`config.mk`:
```
export PLATFORM = sky130hd
export DESIGN_NAME = servo_bus_packet_master
export DESIGN_NICKNAME = d
export VERILOG_FILES = /design/src/design/svbm_pkg.sv /design/src/design/servo_bus_packet_master.sv /design/src/design/svbm_rxbuf.sv /design/src/design/svbm_frame_tx.sv
export SDC_FILE = /design/constraint.sdc
export NUM_CORES = 1
export LEC_CHECK = 0
export BUFFER_PORTS_ARGS = -buffer_cell sky130_fd_sc_hd__buf_4
export CAP_MARGIN = 10
export CORE_ASPECT_RATIO = 1.2
export CORE_MARGIN = 5
export CORE_UTILIZATION = 59
export CTS_BUF_LIST = sky130_fd_sc_hd__clkbuf_16
export DETAILED_ROUTE_END_ITERATION = 7
export GPL_ROUTABILITY_DRIVEN = 0
export HOLD_SLACK_MARGIN = 0.1
export MAX_ROUTING_LAYER = met4
export PLACE_DENSITY_LB_ADDON = 0.12
export SLEW_MARGIN = 20
export SYNTH_ARGS = -nofsm -noshare
export SYNTH_HDL_FRONTEND = slang
export SYNTH_SLANG_ARGS = --single-unit
export TNS_END_PERCENT = 20
```
`constraint.sdc`:
```
create_clock -name clk -period 5.4 [get_ports clk]
set_clock_uncertainty 0.1 [all_clocks]
set_input_delay 0 -clock clk [delete_from_list [all_inputs] [get_ports clk]]
set_output_delay 0 -clock clk [all_outputs]
set_load 0.01 [all_outputs]
```
`src/design/svbm_pkg.sv`:
```
`default_nettype none
// ----------------------------------------------------------------------------
// svbm_pkg
// Shared types and constants of the servo bus packet master.
// ----------------------------------------------------------------------------
package svbm_pkg;

    // Input word codes
    localparam logic [1:0] CMD_ISSUE = 2'd0;
    localparam logic [1:0] CMD_RX    = 2'd1;
    localparam logic [1:0] CMD_TICK  = 2'd2;

    // Output word kinds
    localparam logic [1:0] KIND_TX   = 2'd0;
    localparam logic [1:0] KIND_DONE = 2'd1;
    localparam logic [1:0] KIND_BUSY = 2'd2;

    // Completion status
    localparam logic [1:0] ST_OK          = 2'd0;
    localparam logic [1:0] ST_UNSUPPORTED = 2'd1;
    localparam logic [1:0] ST_TIMEOUT     = 2'd2;
    localparam logic [1:0] ST_CHECKSUM    = 2'd3;

    // Configuration register indexes
    localparam logic CFG_TIMEOUT   = 1'b0;
    localparam logic CFG_MAX_TRIES = 1'b1;

    // Protocol constants
    localparam logic [7:0] SYNC_BYTE    = 8'hFF;
    localparam logic [7:0] BROADCAST_ID = 8'hFE;
    localparam logic [7:0] INSTR_READ   = 8'h02;
    localparam logic [7:0] INSTR_WRITE  = 8'h03;
    localparam logic [2:0] MAX_COUNT    = 3'd4;
    localparam int         LEN_IDX      = 3;   // length byte of a reply
    localparam int         DATA_IDX     = 5;   // first data byte of a reply

    // Reset values and defaults
    localparam logic [7:0] TIMEOUT_RST   = 8'd20;
    localparam logic [3:0] MAX_TRIES_RST = 4'd3;
    localparam int         RX_DEPTH_DEF  = 16;

    typedef struct packed {
        logic [1:0]  cmd;
        logic [7:0]  servo_id;
        logic [7:0]  instruction;
        logic [7:0]  reg_addr;
        logic [2:0]  data_count;
        logic [31:0] write_data;
        logic [7:0]  rx_byte;
    } in_word_t;

    typedef struct packed {
        logic [1:0]  kind;
        logic [7:0]  tx_byte;
        logic        last;
        logic [1:0]  status;
        logic [31:0] read_data;
    } out_word_t;

    typedef struct packed {
        logic [7:0]  id;
        logic [7:0]  instr;
        logic [7:0]  reg_addr;
        logic [2:0]  count;
        logic [31:0] data;
    } held_cmd_t;

    typedef struct packed {
        logic start;   // restart frame at first byte
        logic adv;     // current byte taken
    } tx_ctrl_t;

    typedef struct packed {
        logic [7:0] tx_byte;
        logic       last;
    } tx_stat_t;

    typedef enum logic [1:0] {
        PH_IDLE,
        PH_WAIT,
        PH_BCAST
    } phase_t;

    typedef enum logic [2:0] {
        S_READY,
        S_SEND,
        S_RD_ADDR,
        S_RD_DATA,
        S_DONE
    } fsm_t;

endpackage
`default_nettype wire

```
`src/design/servo_bus_packet_master.sv`:
```
`default_nettype none
// ----------------------------------------------------------------------------
// servo_bus_packet_master
// Servo bus master: builds command frames, collects reply bytes, checks
// reply checksums, times out and retries.
// ----------------------------------------------------------------------------
//  channel | signals                               | word
//  --------+---------------------------------------+----------------------
//  in      | in_valid, in_ready, in_data           | in_word_t
//  out     | out_valid, out_ready, out_data        | out_word_t
//  cfg     | cfg_valid, cfg_ready, cfg_index/data  | 1-bit index, 8 data
//
//  A command that sends a frame emits 7 to 11 byte words, one per cycle
//  while out_ready is high.
//  A reply that completes a read fetches its data bytes from the buffer
//  memory one at a time, through S_RD_ADDR and S_RD_DATA (registered read
//  data), then posts the result from S_DONE.
//  in_ready is low while a frame or data fetch runs or the output register
//  holds a word that is not being taken.
//  Reset clears all control state; the reply buffer is not cleared.
//  cfg_ready is always high.
// ----------------------------------------------------------------------------
module servo_bus_packet_master
    import svbm_pkg::*;
#(
    parameter int RX_BUFFER_DEPTH = RX_DEPTH_DEF
) (
    input  wire logic       clk,
    input  wire logic       rst_n,
    input  wire logic       in_valid,
    output      logic       in_ready,
    input  wire in_word_t   in_data,
    output      logic       out_valid,
    input  wire logic       out_ready,
    output      out_word_t  out_data,
    input  wire logic       cfg_valid,
    output      logic       cfg_ready,
    input  wire logic       cfg_index,
    input  wire logic [7:0] cfg_data
);

    localparam int AW = $clog2(RX_BUFFER_DEPTH);
    localparam logic [AW-1:0] CNT_MAX = AW'(RX_BUFFER_DEPTH - 1);

    fsm_t          fsm_reg, fsm_next;
    phase_t        phase_reg, phase_next;
    held_cmd_t     held_reg, held_next;
    logic [AW-1:0] rx_count_reg, rx_count_next;
    logic [7:0]    len_reg, len_next;
    logic [7:0]    rsum_reg, rsum_next;
    logic [7:0]    elapsed_reg, elapsed_next;
    logic [3:0]    try_reg, try_next;
    logic [1:0]    rd_idx_reg, rd_idx_next;
    logic [31:0]   rdata_reg, rdata_next;
    logic          out_valid_reg, out_valid_next;
    out_word_t     out_word_reg, out_word_next;
    logic [7:0]    timeout_reg;
    logic [3:0]    max_tries_reg;

    logic          mem_we;
    logic [AW-1:0] mem_raddr;
    logic [7:0]    mem_rdata;
    tx_ctrl_t      tx_ctrl;
    tx_stat_t      tx_stat;

    logic          out_free;
    logic          accept;
    logic          res_load;
    logic [1:0]    res_kind;
    logic [1:0]    res_status;
    logic [31:0]   res_rdata;
    logic          send;
    logic          fail;
    logic [1:0]    fail_status;
    logic [3:0]    try_inc;
    logic [AW-1:0] cnt_new;
    logic [7:0]    len_eff;
    logic          complete;

    svbm_rxbuf #(
        .DEPTH (RX_BUFFER_DEPTH),
        .AW    (AW)
    ) u_rxbuf (
        .clk   (clk),
        .we    (mem_we),
        .waddr (rx_count_reg),
        .wdata (in_data.rx_byte),
        .raddr (mem_raddr),
        .rdata (mem_rdata)
    );

    svbm_frame_tx u_frame_tx (
        .clk   (clk),
        .rst_n (rst_n),
        .held  (held_reg),
        .ctrl  (tx_ctrl),
        .stat  (tx_stat)
    );

    assign out_free  = !out_valid_reg || out_ready;
    assign in_ready  = (fsm_reg == S_READY) && out_free;
    assign accept    = in_valid && in_ready;
    assign out_valid = out_valid_reg;
    assign out_data  = out_word_reg;
    assign cfg_ready = 1'b1;

    always_comb
    begin
        fsm_next       = fsm_reg;
        phase_next     = phase_reg;
        held_next      = held_reg;
        rx_count_next  = rx_count_reg;
        len_next       = len_reg;
        rsum_next      = rsum_reg;
        elapsed_next   = elapsed_reg;
        try_next       = try_reg;
        rd_idx_next    = rd_idx_reg;
        rdata_next     = rdata_reg;
        out_valid_next = out_valid_reg && !out_ready;
        out_word_next  = out_word_reg;
        mem_we         = 1'b0;
        mem_raddr      = AW'(DATA_IDX) + AW'(rd_idx_reg);
        tx_ctrl        = '0;
        res_load       = 1'b0;
        res_kind       = KIND_DONE;
        res_status     = ST_OK;
        res_rdata      = '0;
        send           = 1'b0;
        fail           = 1'b0;
        fail_status    = ST_TIMEOUT;
        try_inc        = try_reg + 4'd1;
        cnt_new        = (rx_count_reg < CNT_MAX) ? rx_count_reg + AW'(1) : rx_count_reg;
        len_eff        = (rx_count_reg == AW'(LEN_IDX)) ? in_data.rx_byte : len_reg;
        complete       = (cnt_new > AW'(LEN_IDX)) && (len_eff == 8'(cnt_new - AW'(4)));

        unique case (fsm_reg)
            S_READY:
            begin
                if (accept)
                begin
                    unique case (in_data.cmd)
                        CMD_ISSUE:
                        begin
                            if (phase_reg != PH_IDLE)
                            begin
                                res_load = 1'b1;
                                res_kind = KIND_BUSY;
                            end
                            else
                            begin
                                try_next = '0;
                                if ((in_data.instruction == INSTR_READ
                                        && in_data.servo_id != BROADCAST_ID)
                                    || in_data.instruction == INSTR_WRITE)
                                begin
                                    held_next.id       = in_data.servo_id;
                                    held_next.instr    = in_data.instruction;
                                    held_next.reg_addr = in_data.reg_addr;
                                    held_next.count    = (in_data.data_count > MAX_COUNT)
                                                         ? MAX_COUNT : in_data.data_count;
                                    held_next.data     = in_data.write_data;
                                    send               = 1'b1;
                                end
                                else
                                begin
                                    res_load   = 1'b1;
                                    res_status = ST_UNSUPPORTED;
                                end
                            end
                        end
                        CMD_RX:
                        begin
                            if (phase_reg == PH_WAIT)
                            begin
                                mem_we        = 1'b1;
                                rx_count_next = cnt_new;
                                elapsed_next  = '0;
                                len_next      = len_eff;
                                // running sum of bytes from the id onward
                                if (rx_count_reg >= AW'(2))
                                begin
                                    rsum_next = rsum_reg + in_data.rx_byte;
                                end
                                if (complete)
                                begin
                                    if (~rsum_reg != in_data.rx_byte)
                                    begin
                                        fail        = 1'b1;
                                        fail_status = ST_CHECKSUM;
                                    end
                                    else if (held_reg.instr == INSTR_READ
                                             && held_reg.count != 3'd0)
                                    begin
                                        fsm_next    = S_RD_ADDR;
                                        rd_idx_next = '0;
                                        rdata_next  = '0;
                                    end
                                    else
                                    begin
                                        phase_next = PH_IDLE;
                                        res_load   = 1'b1;
                                    end
                                end
                            end
                        end
                        CMD_TICK:
                        begin
                            if (phase_reg == PH_BCAST)
                            begin
                                phase_next = PH_IDLE;
                                res_load   = 1'b1;
                            end
                            else if (phase_reg == PH_WAIT)
                            begin
                                if (elapsed_reg >= timeout_reg)
                                begin
                                    fail        = 1'b1;
                                    fail_status = ST_TIMEOUT;
                                end
                                else if (elapsed_reg != 8'hFF)
                                begin
                                    elapsed_next = elapsed_reg + 8'd1;
                                end
                            end
                        end
                        default:
                        begin
                        end
                    endcase
                end
            end
            S_SEND:
            begin
                if (out_free)
                begin
                    tx_ctrl.adv            = 1'b1;
                    out_valid_next         = 1'b1;
                    out_word_next          = '0;
                    out_word_next.kind     = KIND_TX;
                    out_word_next.tx_byte  = tx_stat.tx_byte;
                    out_word_next.last     = tx_stat.last;
                    if (tx_stat.last)
                    begin
                        fsm_next = S_READY;
                    end
                end
            end
            S_RD_ADDR:
            begin
                fsm_next = S_RD_DATA;
            end
            S_RD_DATA:
            begin
                rdata_next = rdata_reg | (32'(mem_rdata) << {rd_idx_reg, 3'b000});
                if (3'(rd_idx_reg) + 3'd1 == held_reg.count)
                begin
                    fsm_next = S_DONE;
                end
                else
                begin
                    rd_idx_next = rd_idx_reg + 2'd1;
                    fsm_next    = S_RD_ADDR;
                end
            end
            S_DONE:
            begin
                if (out_free)
                begin
                    phase_next = PH_IDLE;
                    res_load   = 1'b1;
                    res_rdata  = rdata_reg;
                    fsm_next   = S_READY;
                end
            end
            default:
            begin
                fsm_next = S_READY;
            end
        endcase

        // failed attempt: resend while tries remain, else give up
        if (fail)
        begin
            try_next = try_inc;
            if (try_inc < max_tries_reg)
            begin
                send = 1'b1;
            end
            else
            begin
                phase_next = PH_IDLE;
                res_load   = 1'b1;
                res_status = fail_status;
            end
        end

        if (send)
        begin
            tx_ctrl.start = 1'b1;
            fsm_next      = S_SEND;
            rx_count_next = '0;
            elapsed_next  = '0;
            rsum_next     = '0;
            phase_next    = (held_next.id == BROADCAST_ID) ? PH_BCAST : PH_WAIT;
        end

        if (res_load)
        begin
            out_valid_next          = 1'b1;
            out_word_next           = '0;
            out_word_next.kind      = res_kind;
            out_word_next.status    = res_status;
            out_word_next.read_data = res_rdata;
        end
    end

    always_ff @(posedge clk or negedge rst_n)
    begin
        if (!rst_n)
        begin
            fsm_reg       <= S_READY;
            phase_reg     <= PH_IDLE;
            held_reg      <= '0;
            rx_count_reg  <= '0;
            len_reg       <= '0;
            rsum_reg      <= '0;
            elapsed_reg   <= '0;
            try_reg       <= '0;
            rd_idx_reg    <= '0;
            out_valid_reg <= 1'b0;
            timeout_reg   <= TIMEOUT_RST;
            max_tries_reg <= MAX_TRIES_RST;
        end
        else
        begin
            fsm_reg       <= fsm_next;
            phase_reg     <= phase_next;
            held_reg      <= held_next;
            rx_count_reg  <= rx_count_next;
            len_reg       <= len_next;
            rsum_reg      <= rsum_next;
            elapsed_reg   <= elapsed_next;
            try_reg       <= try_next;
            rd_idx_reg    <= rd_idx_next;
            out_valid_reg <= out_valid_next;
            if (cfg_valid && cfg_ready)
            begin
                unique case (cfg_index)
                    CFG_TIMEOUT:   timeout_reg   <= cfg_data;
                    CFG_MAX_TRIES: max_tries_reg <= cfg_data[3:0];
                endcase
            end
        end
    end

    always_ff @(posedge clk)
    begin
        out_word_reg <= out_word_next;
        rdata_reg    <= rdata_next;
    end

    a_send_phase: assert property (@(posedge clk) disable iff (!rst_n)
        fsm_reg == S_SEND |-> phase_reg != PH_IDLE)
        else $error("frame in progress with no command held");

    a_no_overwrite: assert property (@(posedge clk) disable iff (!rst_n)
        out_valid_reg && !out_ready |=> out_valid_reg && $stable(out_word_reg))
        else $error("stalled output word overwritten");

    a_rx_count_range: assert property (@(posedge clk) disable iff (!rst_n)
        rx_count_reg <= CNT_MAX)
        else $error("reply byte count beyond buffer");

    a_fetch_is_read: assert property (@(posedge clk) disable iff (!rst_n)
        fsm_reg == S_RD_ADDR |-> held_reg.instr == INSTR_READ && held_reg.count != 3'd0)
        else $error("data fetch for a command that reads nothing");

    a_done_kind: assert property (@(posedge clk) disable iff (!rst_n)
        out_valid_reg && out_word_reg.kind != KIND_TX |-> !out_word_reg.last
            && out_word_reg.tx_byte == 8'd0)
        else $error("result word carries frame byte fields");

endmodule
`default_nettype wire

```
`src/design/svbm_rxbuf.sv`:
```
`default_nettype none
// ----------------------------------------------------------------------------
// svbm_rxbuf
// Reply byte buffer: one write port, one read port, registered read data.
// ----------------------------------------------------------------------------
module svbm_rxbuf #(
    parameter int DEPTH = 16,
    parameter int AW    = $clog2(DEPTH)
) (
    input  wire logic          clk,
    input  wire logic          we,
    input  wire logic [AW-1:0] waddr,
    input  wire logic [7:0]    wdata,
    input  wire logic [AW-1:0] raddr,
    output      logic [7:0]    rdata
);

    logic [7:0] mem [DEPTH];

    always_ff @(posedge clk)
    begin
        if (we)
        begin
            mem[waddr] <= wdata;
        end
        rdata <= mem[raddr];
    end

endmodule
`default_nettype wire

```
`src/design/svbm_frame_tx.sv`:
```
`default_nettype none
// ----------------------------------------------------------------------------
// svbm_frame_tx
// Frame builder: walks FF FF id len instr reg payload ~sum one byte per word.
// ----------------------------------------------------------------------------
module svbm_frame_tx
    import svbm_pkg::*;
(
    input  wire logic      clk,
    input  wire logic      rst_n,
    input  wire held_cmd_t held,
    input  wire tx_ctrl_t  ctrl,
    output      tx_stat_t  stat
);

    logic [3:0] idx_reg, idx_next;
    logic [7:0] sum_reg, sum_next;
    logic       is_write;
    logic [7:0] len;
    logic [3:0] last_idx;
    logic [1:0] data_sel;
    logic [7:0] byte_val;

    always_comb
    begin
        is_write = (held.instr == INSTR_WRITE);
        len      = is_write ? 8'(held.count) + 8'd3 : 8'd4;
        last_idx = is_write ? 4'(held.count) + 4'd6 : 4'd7;
        data_sel = 2'(idx_reg - 4'd6);

        priority if (idx_reg < 4'd2)
        begin
            byte_val = SYNC_BYTE;
        end
        else if (idx_reg == last_idx)
        begin
            byte_val = ~sum_reg;
        end
        else
        begin
            unique case (idx_reg)
                4'd2:    byte_val = held.id;
                4'd3:    byte_val = len;
                4'd4:    byte_val = held.instr;
                4'd5:    byte_val = held.reg_addr;
                default: byte_val = is_write ? held.data[{data_sel, 3'b000} +: 8]
                                             : 8'(held.count);
            endcase
        end

        stat.tx_byte = byte_val;
        stat.last    = (idx_reg == last_idx);

        idx_next = idx_reg;
        sum_next = sum_reg;
        priority if (ctrl.start)
        begin
            idx_next = '0;
            sum_next = '0;
        end
        else if (ctrl.adv)
        begin
            idx_next = idx_reg + 4'd1;
            if (idx_reg >= 4'd2)
            begin
                sum_next = sum_reg + byte_val;
            end
        end
    end

    always_ff @(posedge clk or negedge rst_n)
    begin
        if (!rst_n)
        begin
            idx_reg <= '0;
            sum_reg <= '0;
        end
        else
        begin
            idx_reg <= idx_next;
            sum_reg <= sum_next;
        end
    end

endmodule
`default_nettype wire
```
## Yosys cells after proc, flatten, opt, wreduce, memory -nomap -nowiden

Memories as Yosys holds them, arrays and structs flattened. A register that Yosys moved wholly into a read port is not among the register bits.
Cells that the tools add are included.
W data, S select, Z words.

- Register bits: 200
- Latch bits: 0
- RAM bits: 128
- ROM bits: 0
- Bits of input ports: 83
- Output and inout port bits: 48
- Word-level logic and storage cells: 287
- Memories: 1

Memories:

| name | depth | bits a word | rd ports | clocked after memory_dff | write ports | RTL line | source |
|---|---|---|---|---|---|---|---|
| u_rxbuf.mem | 16 | 8 | 1 | 1 | 1 | svbm_rxbuf.sv:18 | `logic [7:0] mem [DEPTH];` |

- Add/subtract/negate cells: 13
- Multiply operators: 0
- Divide/modulo/power cells: 0
- Order comparisons: 8
- Eq/ne operators: 46
- Shifts and indexed selects: 2
- Mux-type cells: 146
- Bitwise logic cells: 5
- Reductions and logical operators: 42

Operator list:

| kind | number |
|---|---|
| $mux W59 | 5 |
| $mux W32 | 8 |
| $mux W8 | 22 |
| $mux W45 | 3 |
| $pmux W32 S2 | 1 |
| $mux W4 | 14 |
| $mux W1 | 48 |
| $mux W2 | 24 |
| $mux W3 | 12 |
| $ne A3 B3 Y1 const B | 11 |
| $eq A8 B2 Y1 const B | 4 |
| $or A32 B32 Y32 | 1 |
| $pmux W8 S4 | 1 |
| $shiftx A32 B6 Y8 | 1 |
| $shl A8 B5 Y32 | 1 |
| $reduce_bool A2 Y1 | 14 |
| $add A8 B8 Y8 | 2 |
| $ne A8 B8 Y1 const B | 2 |
| $not A8 Y8 | 2 |
| $pmux W8 S2 | 1 |
| $reduce_and A8 Y1 | 2 |
| $pmux W3 S5 | 1 |
| $add A4 B1 Y4 const B | 3 |
| $eq A4 B2 Y1 const B | 3 |
| other kinds (44) | 76 |

## Longest topological paths before layout

Gate-level depths: netlist of the first run.

- Depth in word-level cells: 14
- Depth in mapped cells: 19
- Mapped depth without buffers: 17

## Hierarchy

From an unflattened synthesis of the first run, not the netlist that was laid out.

- Cell total of the unflattened synthesis: 1188
- Area total of the unflattened synthesis: 15748.9 um2

By module, submodules not included:

| module | times used | cells each | area each (um2) | seq. area each (um2) |
|---|---|---|---|---|
| servo_bus_packet_master | 1 | 758 | 8848.5 | 5004.8 |
| svbm_rxbuf | 1 | 229 | 5147.4 | 4003.8 |
| svbm_frame_tx | 1 | 201 | 1752.9 | 300.3 |

## Worst setup path before layout of the first run

OpenSTA, ideal clock, no wires.

- Path type: reg-to-reg
- Start: register u_frame_tx.idx_reg[0]
- End: register u_frame_tx.sum_reg[7]
- Library setup time: 0.101 ns
- Data arrival time: 3.922 ns
- Data required time: 5.199 ns
- Path slack: 1.277 ns
- Cell stages (with the launch flop): 20
- Path buffers: 2
- Period minus slack after synthesis: 4.123 ns
- Cells stage by stage: dfrtp_1 > buf_2 > inv_1 > ha_1 > nor3_1 > a211o_1 > clkbuf_1 > a21oi_1 > o221a_2 > a32oi_1 > nor2_1 > inv_1 > ha_1 > a21oi_1 > o221ai_1 > o41ai_1 > inv_1 > a21oi_1 > o22ai_1 > nor4_1

RTL lines:

| what | RTL line | source |
|---|---|---|
| from (decl) | svbm_frame_tx.sv:16 | `logic [3:0] idx_reg, idx_next;` |
| from (signal assigned) | svbm_frame_tx.sv:80 | `idx_reg <= idx_next;` |
| to (signal assigned) | svbm_frame_tx.sv:81 | `sum_reg <= sum_next;` |
| to (decl) | svbm_frame_tx.sv:17 | `logic [7:0] sum_reg, sum_next;` |

==> out/metrics.cfg, run 1 <==
[detailed_routing]
wire_per_inst_um=19.33
drc=0
via_count=9463
drt_first_pass_iters=6
vias_per_cell=5.907
drtIter0Drc=554
ant_nets=0
totalWireLength_um=30960

[yosys]
async_flop_share_pct=45.22
synth_area_leaders=edfxtp_1 (30%), dfrtp_1 (22%), mux2_2 (5.9%)
ys_seq_elements=272
synth_area_leader_cell=edfxtp_1
synth-seq-area-share_pct=55.74
yosysTopAreaCellShare_pct=29.91
syn_area_mm2=0.01325
ys.flop_type=edfxtp_1
synth_warnings=0
avgSynthCellArea_um2=12.11
synth_common_cells=edfxtp_1 (132), dfrtp_1 (119), nor2_1 (103)
synth_nets=1226
yosysMostFrequentCell=edfxtp_1
synth_edf_count=132
synth_cells=1094
yosysUniqueCellTypes=80

[finish]
largest_register_ffs=64
num_antenna_cells=0
fin_nets=1434
areaGrowthSynthToFinish_pct=21.99
layout-drive-gt1-share_pct=22.30

[setup_path]
worst_ep_arrival_time_ps=5010
timing.critical_path.to_type=flip-flop
cp_cell_sequence=inv_1 > ha_1 > nand2b_1 > a311oi_1 > o21ba_2 > nor2_1 > a32oi_1 > nor2_1 > inv_1 > ha_1 > a21oi_1 > o221ai_1 > o41ai_1 > inv_1 > a21oi_1 > o22ai_1 > nor4_1
cp_common_cell=inv_1
critical_path_class=flip-flop to flip-flop
critPathLaunchType=flip-flop
crit_buf_inv=3
critical_path_required_ps=5730
critPathMaxStageDelay_ps=670
critPathMaxFanout=7
slowest_stage=o41ai_1
critPathTopFamily=compound AO/OA/AOI/OAI gates

[timing]
rsz0062_at_grt=no
finalHoldViolCount=0
post-route-min-period_ps=4675
relSlewSlack_pct=32.73
fin_crit_sh_pct=86.57
setup_violations=0
fmax_ghz=0.2139
worst_slew_pin_slew_ps=1001
slew_violations=0
final.setup.tns_ps=0
setup_slack_ps=725.2

[clock_tree]
insertion_delay_ps=530
h-tree-depth=1
cts-buffers-inserted=27
cts_tree=yes
cts.repair.resized=0
clockBufferDepth=3
cts.sinks=272
cts_root_buf=clkbuf_16
clkTransAtPathRegs_ps=60

[global_routing]
grt_pass1_vias=9701
grt_pass1_wl_um=51050
overflow=0
antenna_found_initial=0
grt_max_degree=64
track_usage_pct=25.32

[flow_run]
drv_cap=0

[status]
status=finished clean

[power]
vdd_drop_max_mv=0.2812
power_density_mw_per_mm2=301.8
total_power_w=0.004879
p_leak_nw=6.795

[floorplanning]
dieHeight_um=174.2
die_area_mm2=0.02557
start_util_pct=59.44
core_area_mm2=0.02230
num_io_pins=131
rows=60
die_x_um=146.8

[placed_design]
portBuffers=129
dp_slack_ps=723.8
dp_hpwl_um=20820

[min_path]
hold_path.class=input pin to flip-flop

-- layout make-up --
type                       instances  area, um^2
clock buffer                      27       675.6
clock inverter                    23       130.1
fill                            1508        6130
inverter                          37       138.9
multi-input combinational        734        5517
sequential                       272        7387
tap                              279       349.1
timing repair buffer             230        1969
-- worst paths after layout --
| check | from | end | slack, ps | cells after the start |
|---|---|---|---|---|
| max | held_reg[33] | u_frame_tx.sum_reg[7] | 730 | 17 |
| min | in_valid | rx_count_reg[2] | 140 | 5 |
| max in group asynchronous | rst_n | held_reg[52] | 3930 | 4 |
| max reg2reg | held_reg[33] | u_frame_tx.sum_reg[7] | 730 | 17 |
| min reg2reg | out_data[35] | out_data[35] | 400 | 2 |
| min in group asynchronous | rst_n | held_reg[5] | 480 | 4 |
-- what timing repair did --
action                    CTS  global route
hold buffers               90             0
buffers inserted            0             0
hold endpoints to repair  209             0
-- logic make-up (layout without fill, tap and decap cells) --
logic type | after synthesis | in the layout | share of synthesized area, %
xor+xnor | 25 | 25 | 1.652
other cells | 1 | 1 | 0.02830
fa+ha+maj | 49 | 49 | 4.739
buf+inv | 88 | 317 | 2.747
compound gates | 188 | 188 | 9.215
flops | 272 | 272 | 55.74
mux | 118 | 118 | 11.96
simple gates | 353 | 353 | 13.92
-- where the power goes --
group | total (W) | internal (W) | switching [W]
registers | 0.00236 | 0.00227 | 0.0000897
clock network | 0.00172 | 0.000954 | 0.000764
logic | 0.000805 | 0.000382 | 0.000422
total | 0.00488 | 0.00360 | 0.00128
-- worst min-delay path, stage by stage --
cell and delay (ps):
buf_4 120, nand4b_1 210, nor2_1 190, nor2_1 150, a211oi_2 60
-- per-stage QoR --
| step | instances | area [um^2] | utilization [%] | hold slack [ps] |
|---|---|---|---|---|
| 2_1_floorplan | 1094 | 13250 | - | -395.6 |
| 3_3_place_gp | 1462 | 14440 | 64.76 | 25.91 |
| 3_5_place_dp | 1462 | 14440 | 64.76 | 19.71 |
| 4_1_cts | 1602 | 16160 | 72.49 | 105.6 |
| 5_1_grt | 1602 | 16170 | 72.51 | 148.4 |
| 6_report | 1602 | 16170 | 72.51 | 140.5 |
-- routing by layer --
metal	vias up	global-route usage, %	wire (um)
li1	4451	-	-
met1	4666	31.61	12660
met2	285	43.44	15920
met3	61	3.312	1529
met4	0	7.529	852
met5	-	-	0
-- layout by cell type (no fill, tap or decap), types with 6 or more instances in the layout --
cell type,count
a211oi_1,8
a21o_1,10
a21oi_1,69
a22o_1,6
a31oi_1,12
and2_1,39
buf_4,140
clkbuf_16,27
dfrtp_1,119
dfxtp_1,17
dlygate4sd3_1,89
edfxtp_1,132
ha_1,47
inv_1,47
mux2_2,69
mux2i_1,23
mux4_2,24
nand2_1,55
nand2b_1,15
nand3_1,33
nor2_1,102
nor2b_1,21
nor3_1,19
nor4_1,20
o21ai_0,29
xnor2_1,17
xor2_1,8
(Power assumes the default switching activity.)
==> inputs of run 2 (changes only) <==
--- a/config.mk
+++ b/config.mk
@@ -5,17 +5,19 @@
 export SDC_FILE = /design/constraint.sdc
 export NUM_CORES = 1
 export LEC_CHECK = 0
+export ABC_AREA = 1
 export BUFFER_PORTS_ARGS = -buffer_cell sky130_fd_sc_hd__buf_4
 export CAP_MARGIN = 10
 export CORE_ASPECT_RATIO = 1.2
 export CORE_MARGIN = 5
-export CORE_UTILIZATION = 59
+export CORE_UTILIZATION = 25
 export CTS_BUF_LIST = sky130_fd_sc_hd__clkbuf_16
 export DETAILED_ROUTE_END_ITERATION = 7
 export GPL_ROUTABILITY_DRIVEN = 0
 export HOLD_SLACK_MARGIN = 0.1
 export MAX_ROUTING_LAYER = met4
 export PLACE_DENSITY_LB_ADDON = 0.12
+export SKIP_LAST_GASP = 1
 export SLEW_MARGIN = 20
 export SYNTH_ARGS = -nofsm -noshare
 export SYNTH_HDL_FRONTEND = slang
==> out/metrics.cfg, run 2 <==
[finish]
final_common_cell=nand2_1
areaGrowthSynthToFinish_pct=29.51
fin_nets=1898
largest_register_ffs=64
layout-drive-gt1-share_pct=12.06
num_antenna_cells=0
final_cell_mix=nand2_1 (356), nor2_1 (220), inv_1 (147), buf_4 (142), edfxtp_1 (132)

[detailed_routing]
drt_first_pass_iters=5
totalWireLength_um=39610
drtIter0Drc=516
vias_per_cell=4.373
via_count=10950
wire_per_inst_um=15.82
drc=0
ant_nets=0

[timing]
fmax_ghz=0.2436
slew_violations=0
hold_slack_ps=131.7
rsz0062_at_grt=no
fin_crit_sh_pct=76.01
finalHoldViolCount=0
final.setup.tns_ps=0
relSlewSlack_pct=38.19
post-route-min-period_ps=4104
setup_violations=0
worst_slew_pin_slew_ps=923.7

[floorplanning]
num_io_pins=131
start_util_pct=25.16
die_x_um=221.9
die_area_mm2=0.05863
rows=93
core_area_mm2=0.05353
dieHeight_um=264.3

[placed_design]
dp_hpwl_um=27940
portBuffers=129

[power]
vdd_drop_max_mv=0.1982
p_leak_nw=7.856
power_density_mw_per_mm2=416.9

[min_path]
holdPathEnd=held_reg[17]
whs_path_depth=4
hold_path.class=input pin to flip-flop
min_from=in_data[25]

[yosys]
synth_top_family_by_area=simple AND/OR/NAND/NOR gates
synth-seq-area-share_pct=54.85
synth_compound_area_share_pct=8.612
yosysMostFrequentCell=nand2_1
ys.flop_type=edfxtp_1
synth_adder_area_share_pct=4.664
ys_seq_elements=272
synth_nets=1652
synth_cells=1520
synth_edf_count=132
synth_area_leaders=edfxtp_1 (29%), dfrtp_1 (22%), nand2_1 (9.9%)
synth_warnings=0
async_flop_share_pct=45.22
syn_area_mm2=0.01347
yosysTopAreaCellShare_pct=29.43
synth_common_cells=nand2_1 (356), nor2_1 (220), inv_1 (140)
yosysUniqueCellTypes=53
yosys.area_share.simple_pct=23.68
avgSynthCellArea_um2=8.860
synthMuxAreaShare_pct=0.5203
synth_xor_area_share_pct=1.626
synth_area_leader_cell=edfxtp_1

[clock_tree]
h-tree-depth=2
post_cts_buffers=0
clkTransAtPathRegs_ps=60
clockBufferDepth=3
cts_root_buf=clkbuf_16
cts-buffers-inserted=34
insertion_delay_ps=540
cts.sinks=272
cts_tree=yes

[flow_run]
drv_cap=0

[global_routing]
overflow=0
grt_pass1_vias=11360
grt_max_degree=64
antenna_found_initial=0
grt_pass1_wl_um=63450
track_usage_pct=13.79

[status]
status=finished clean

[setup_path]
critPathMaxFanout=21
r2r_slack_ps=1300
r2r_start=u_frame_tx.idx_reg[0]
worst_ep_arrival_time_ps=4470
critPathLaunchType=flip-flop
timing.critical_path.to_type=flip-flop
critical_path_class=flip-flop to flip-flop
reg2reg_depth=19
critical_path_required_ps=5760
r2r_end=u_frame_tx.sum_reg[6]

[run 2: changes by cell type after synthesis, sizes merged, moves of 21 or more]
cell | before | now
o21ai | 32 | 99
nor2 | 103 | 225
inv | 37 | 142
mux2 | 70 | 0
nand4 | 3 | 24
nand2 | 55 | 361
and2 | 39 | 1
mux4 | 24 | 0
nand3 | 33 | 103
[run 2: worst max path at each step]
stage / from / endpoint / slack (ps) / depth (start not counted)
floorplan: rx_count_reg[3] / out_data[0] / 1920 / 15
global placement: u_frame_tx.idx_reg[0] / u_frame_tx.sum_reg[6] / 1360 / 19
detailed placement: u_frame_tx.idx_reg[0] / u_frame_tx.sum_reg[6] / 1320 / 19
CTS: u_frame_tx.idx_reg[0] / u_frame_tx.sum_reg[6] / 1310 / 19
global route: u_frame_tx.idx_reg[0] / u_frame_tx.sum_reg[6] / 760 / 19
finish: u_frame_tx.idx_reg[0] / u_frame_tx.sum_reg[6] / 1300 / 19
[run 2: critical path, cell delays in order (launching register included)]
cell and delay, ps:
dfrtp_1 720, clkinv_1 600, ha_1 400, nand3_1 160
nand4_1 130, inv_1 110, o211ai_1 100, nand3_1 110
nand2_1 60, nand3_1 100, ha_1 180, inv_1 60
fa_1 410, o21ai_0 260, nand2_1 110, nand2_1 70
a21oi_1 70, xnor2_1 130, nand2_1 60, a21oi_1 110
[run 2: stage by stage]
stage / power [W] / area, um^2 / utilization, % / instances / setup slack (ps)
after floorplan: 0.004316 / 13470 / - / 1520 / 1920
after global placement: 0.005166 / 15150 / 28.31 / 2317 / 1358
after detailed placement: 0.005178 / 15160 / 28.32 / 2317 / 1316
after CTS: 0.007435 / 17440 / 32.59 / 2503 / 1311
after global routing: 0.007805 / 17440 / 32.59 / 2503 / 761.2
final: 0.007271 / 17440 / 32.59 / 2503 / 1296
[run 2: cell type report]
type                       instances  area (um^2)
fill                            5633        36080
clock inverter                    27        170.2
sequential                       272         7387
tap                              712        890.9
clock buffer                      34        850.8
multi-input combinational       1047         5275
inverter                         144        540.5
timing repair buffer             267         2327
[run 2: logic make-up (layout without fill, tap and decap cells)]
logic type,count (synthesis),in the layout
buffers and inverters,201,472
XOR/XNOR,25,25
AND/OR/NAND/NOR,750,750
AO/OA/AOI/OAI,215,215
adder cells (fa/ha/maj),49,49
other,1,1
flip-flops,272,272
multiplexers,7,7
[run 2: power breakdown]
group	total (W)	internal, W	leakage (nW)	switching [W]
sequential	0.00290	0.00262	2.95	0.000277
clock	0.00212	0.00120	0.533	0.000922
combinational	0.00225	0.000873	4.37	0.00137
[run 2: timing repair]
| item | 4_1_cts | 5_1_grt |
|---|---|---|
| resized for setup | 0 | 0 |
| endpoints found under the setup margin | 0 | 0 |
| endpoints found under the hold margin | 276 | 0 |
| hold buffers | 125 | 0 |
[run 2: metal layers]
layer | track usage, % | wire length (um)
met1 | 15.98 | 16610
met2 | 24.32 | 20260
met3 | 1.856 | 1406
met4 | 5.282 | 1329
met5 | - | 0
==> inputs of run 3 (changes only) <==
==> constraint.sdc (replaced) <==
create_clock -name clk -period 4.12 [get_ports clk]
set_clock_uncertainty 0.1 [all_clocks]
set_input_delay 0 -clock clk [delete_from_list [all_inputs] [get_ports clk]]
set_output_delay 0 -clock clk [all_outputs]
set_load 0.01 [all_outputs]
==> out/metrics.cfg, run 3 (synthesis gave the netlist of run 2 again) <==
[status]
status=finished clean

[floorplanning]
die_area_mm2=0.05863
num_io_pins=131
dieHeight_um=264.3
core_area_mm2=0.05353
die_x_um=221.9
rows=93
start_util_pct=25.16

[setup_path]
timing.critical_path.to_type=flip-flop
critPathLaunchType=flip-flop
setup.worst_path.end=held_reg[32]
worst_ep_arrival_time_ps=3970
r2r_slack_ps=520
critical_path_class=flip-flop to flip-flop
critPathMaxFanout=16
r2r_start=fsm_reg[1]
crit_path_start=fsm_reg[1]
r2r_end=held_reg[32]
critical_path_required_ps=4490
reg2reg_depth=11

[finish]
areaGrowthSynthToFinish_pct=31.21
final_cell_mix=nand2_1 (356), nor2_1 (220), buf_4 (154), inv_1 (145), edfxtp_1 (132)
final_common_cell=nand2_1
stdcell_count=2521
largest_register_ffs=64
layout-drive-gt1-share_pct=12.60
postLayoutCellArea_mm2=0.01767
num_antenna_cells=0
fin_nets=1916

[clock_tree]
clkTransAtPathRegs_ps=60
cts_tree=yes
insertion_delay_ps=540
cts.sinks=272
post_cts_buffers=0
cts_root_buf=clkbuf_16
cts-buffers-inserted=35
h-tree-depth=2
clockBufferDepth=3

[global_routing]
grt_pass1_vias=11380
grt_max_degree=70
grt_pass1_wl_um=62620
overflow=0
track_usage_pct=13.66
antenna_found_initial=0

[timing]
setup_violations=0
fmax_ghz=0.2779
relSlewSlack_pct=31.46
final.setup.tns_ps=0
post-route-min-period_ps=3598
worst_slew_pin_slew_ps=1027
finalHoldViolCount=0
slew_violations=0
setup_slack_ps=521.9
fin_crit_sh_pct=87.33
rsz0062_at_grt=no

[detailed_routing]
ant_nets=0
wire_per_inst_um=15.69
vias_per_cell=4.413
drtIter0Drc=481
drt_first_pass_iters=5
via_count=11130
drc=0
totalWireLength_um=39550

[placed_design]
dp_slack_ps=702.9
portBuffers=129
dp_hpwl_um=28000
place_inst=2331
dpl_cell_area_mm2=0.01528

[power]
vdd_drop_max_mv=0.2689
power_density_mw_per_mm2=553.2
p_leak_nw=7.936

[flow_run]
drv_cap=0

[min_path]
hold_path.class=input pin to flip-flop

[run 3: how the worst min path moves through the flow]
stage | slack [ps] | endpoint | from | cells after the start
after floorplan | -400 | elapsed_reg[0] | rst_n | 0
after global placement | 30 | held_reg[16] | rst_n | 1
after detailed placement | 20 | held_reg[16] | rst_n | 1
after CTS | 100 | held_reg[11] | in_data[19] | 4
after global routing | 130 | held_reg[21] | in_data[29] | 4
final | 130 | held_reg[26] | in_data[34] | 4
[run 3: layout make-up]
class	count	area [um^2]
clock inverters	26	187.7
fillers	5694	35850
inverters	144	540.5
well taps	712	890.9
repair buffers	284	2495
clock buffers	36	900.9
flip-flops and latches	272	7387
multi-input cells	1047	5270
[run 3: critical path, stage by stage, from the launching register on]
cell	delay (ps)
dfrtp_1	430
nor2_4	150
nand2_2	180
nor3_4	410
nand3_4	220
nor2_8	270
inv_2	180
nor2_1	260
nand2_1	110
dlygate4sd3_1	580
o21ai_0	70
dlygate4sd3_1	560
[run 3: what timing repair did]
action                                 in CTS  in global routing
endpoints found under the hold margin     276                  0
gates resized for setup                     0                  0
hold buffers                              128                  0
[run 3: report_power, final]
group / total, W / switching, W / leakage (nW) / internal [W]
sequential: 0.00372 / 0.000284 / 2.95 / 0.00344
clock: 0.00292 / 0.00121 / 0.544 / 0.00171
combinational: 0.00313 / 0.00193 / 4.44 / 0.00120
[run 3: through the flow]
stage	hold slack, ps	power [W]	util (%)
detailed placement	22.26	0.006898	28.56
global route	128.3	0.01048	33.02
floorplan	-395.6	0.005658	-
global placement	25.09	0.006900	28.56
finish	126.7	0.009775	33.02
CTS	100.3	0.009996	33.02
[run 3: routing by layer]
layer  wire, um  share of wire (%)  global-route usage (%)  vias to the layer above
met2      20810                 53                   24.67                      215
met1      16410                 41                   15.67                     5281
met5          0                  0                       -                        -
met4        909                2.3                   3.766                        0
met3       1422                3.6                   2.323                       56
li1           -                  -                       -                     5574
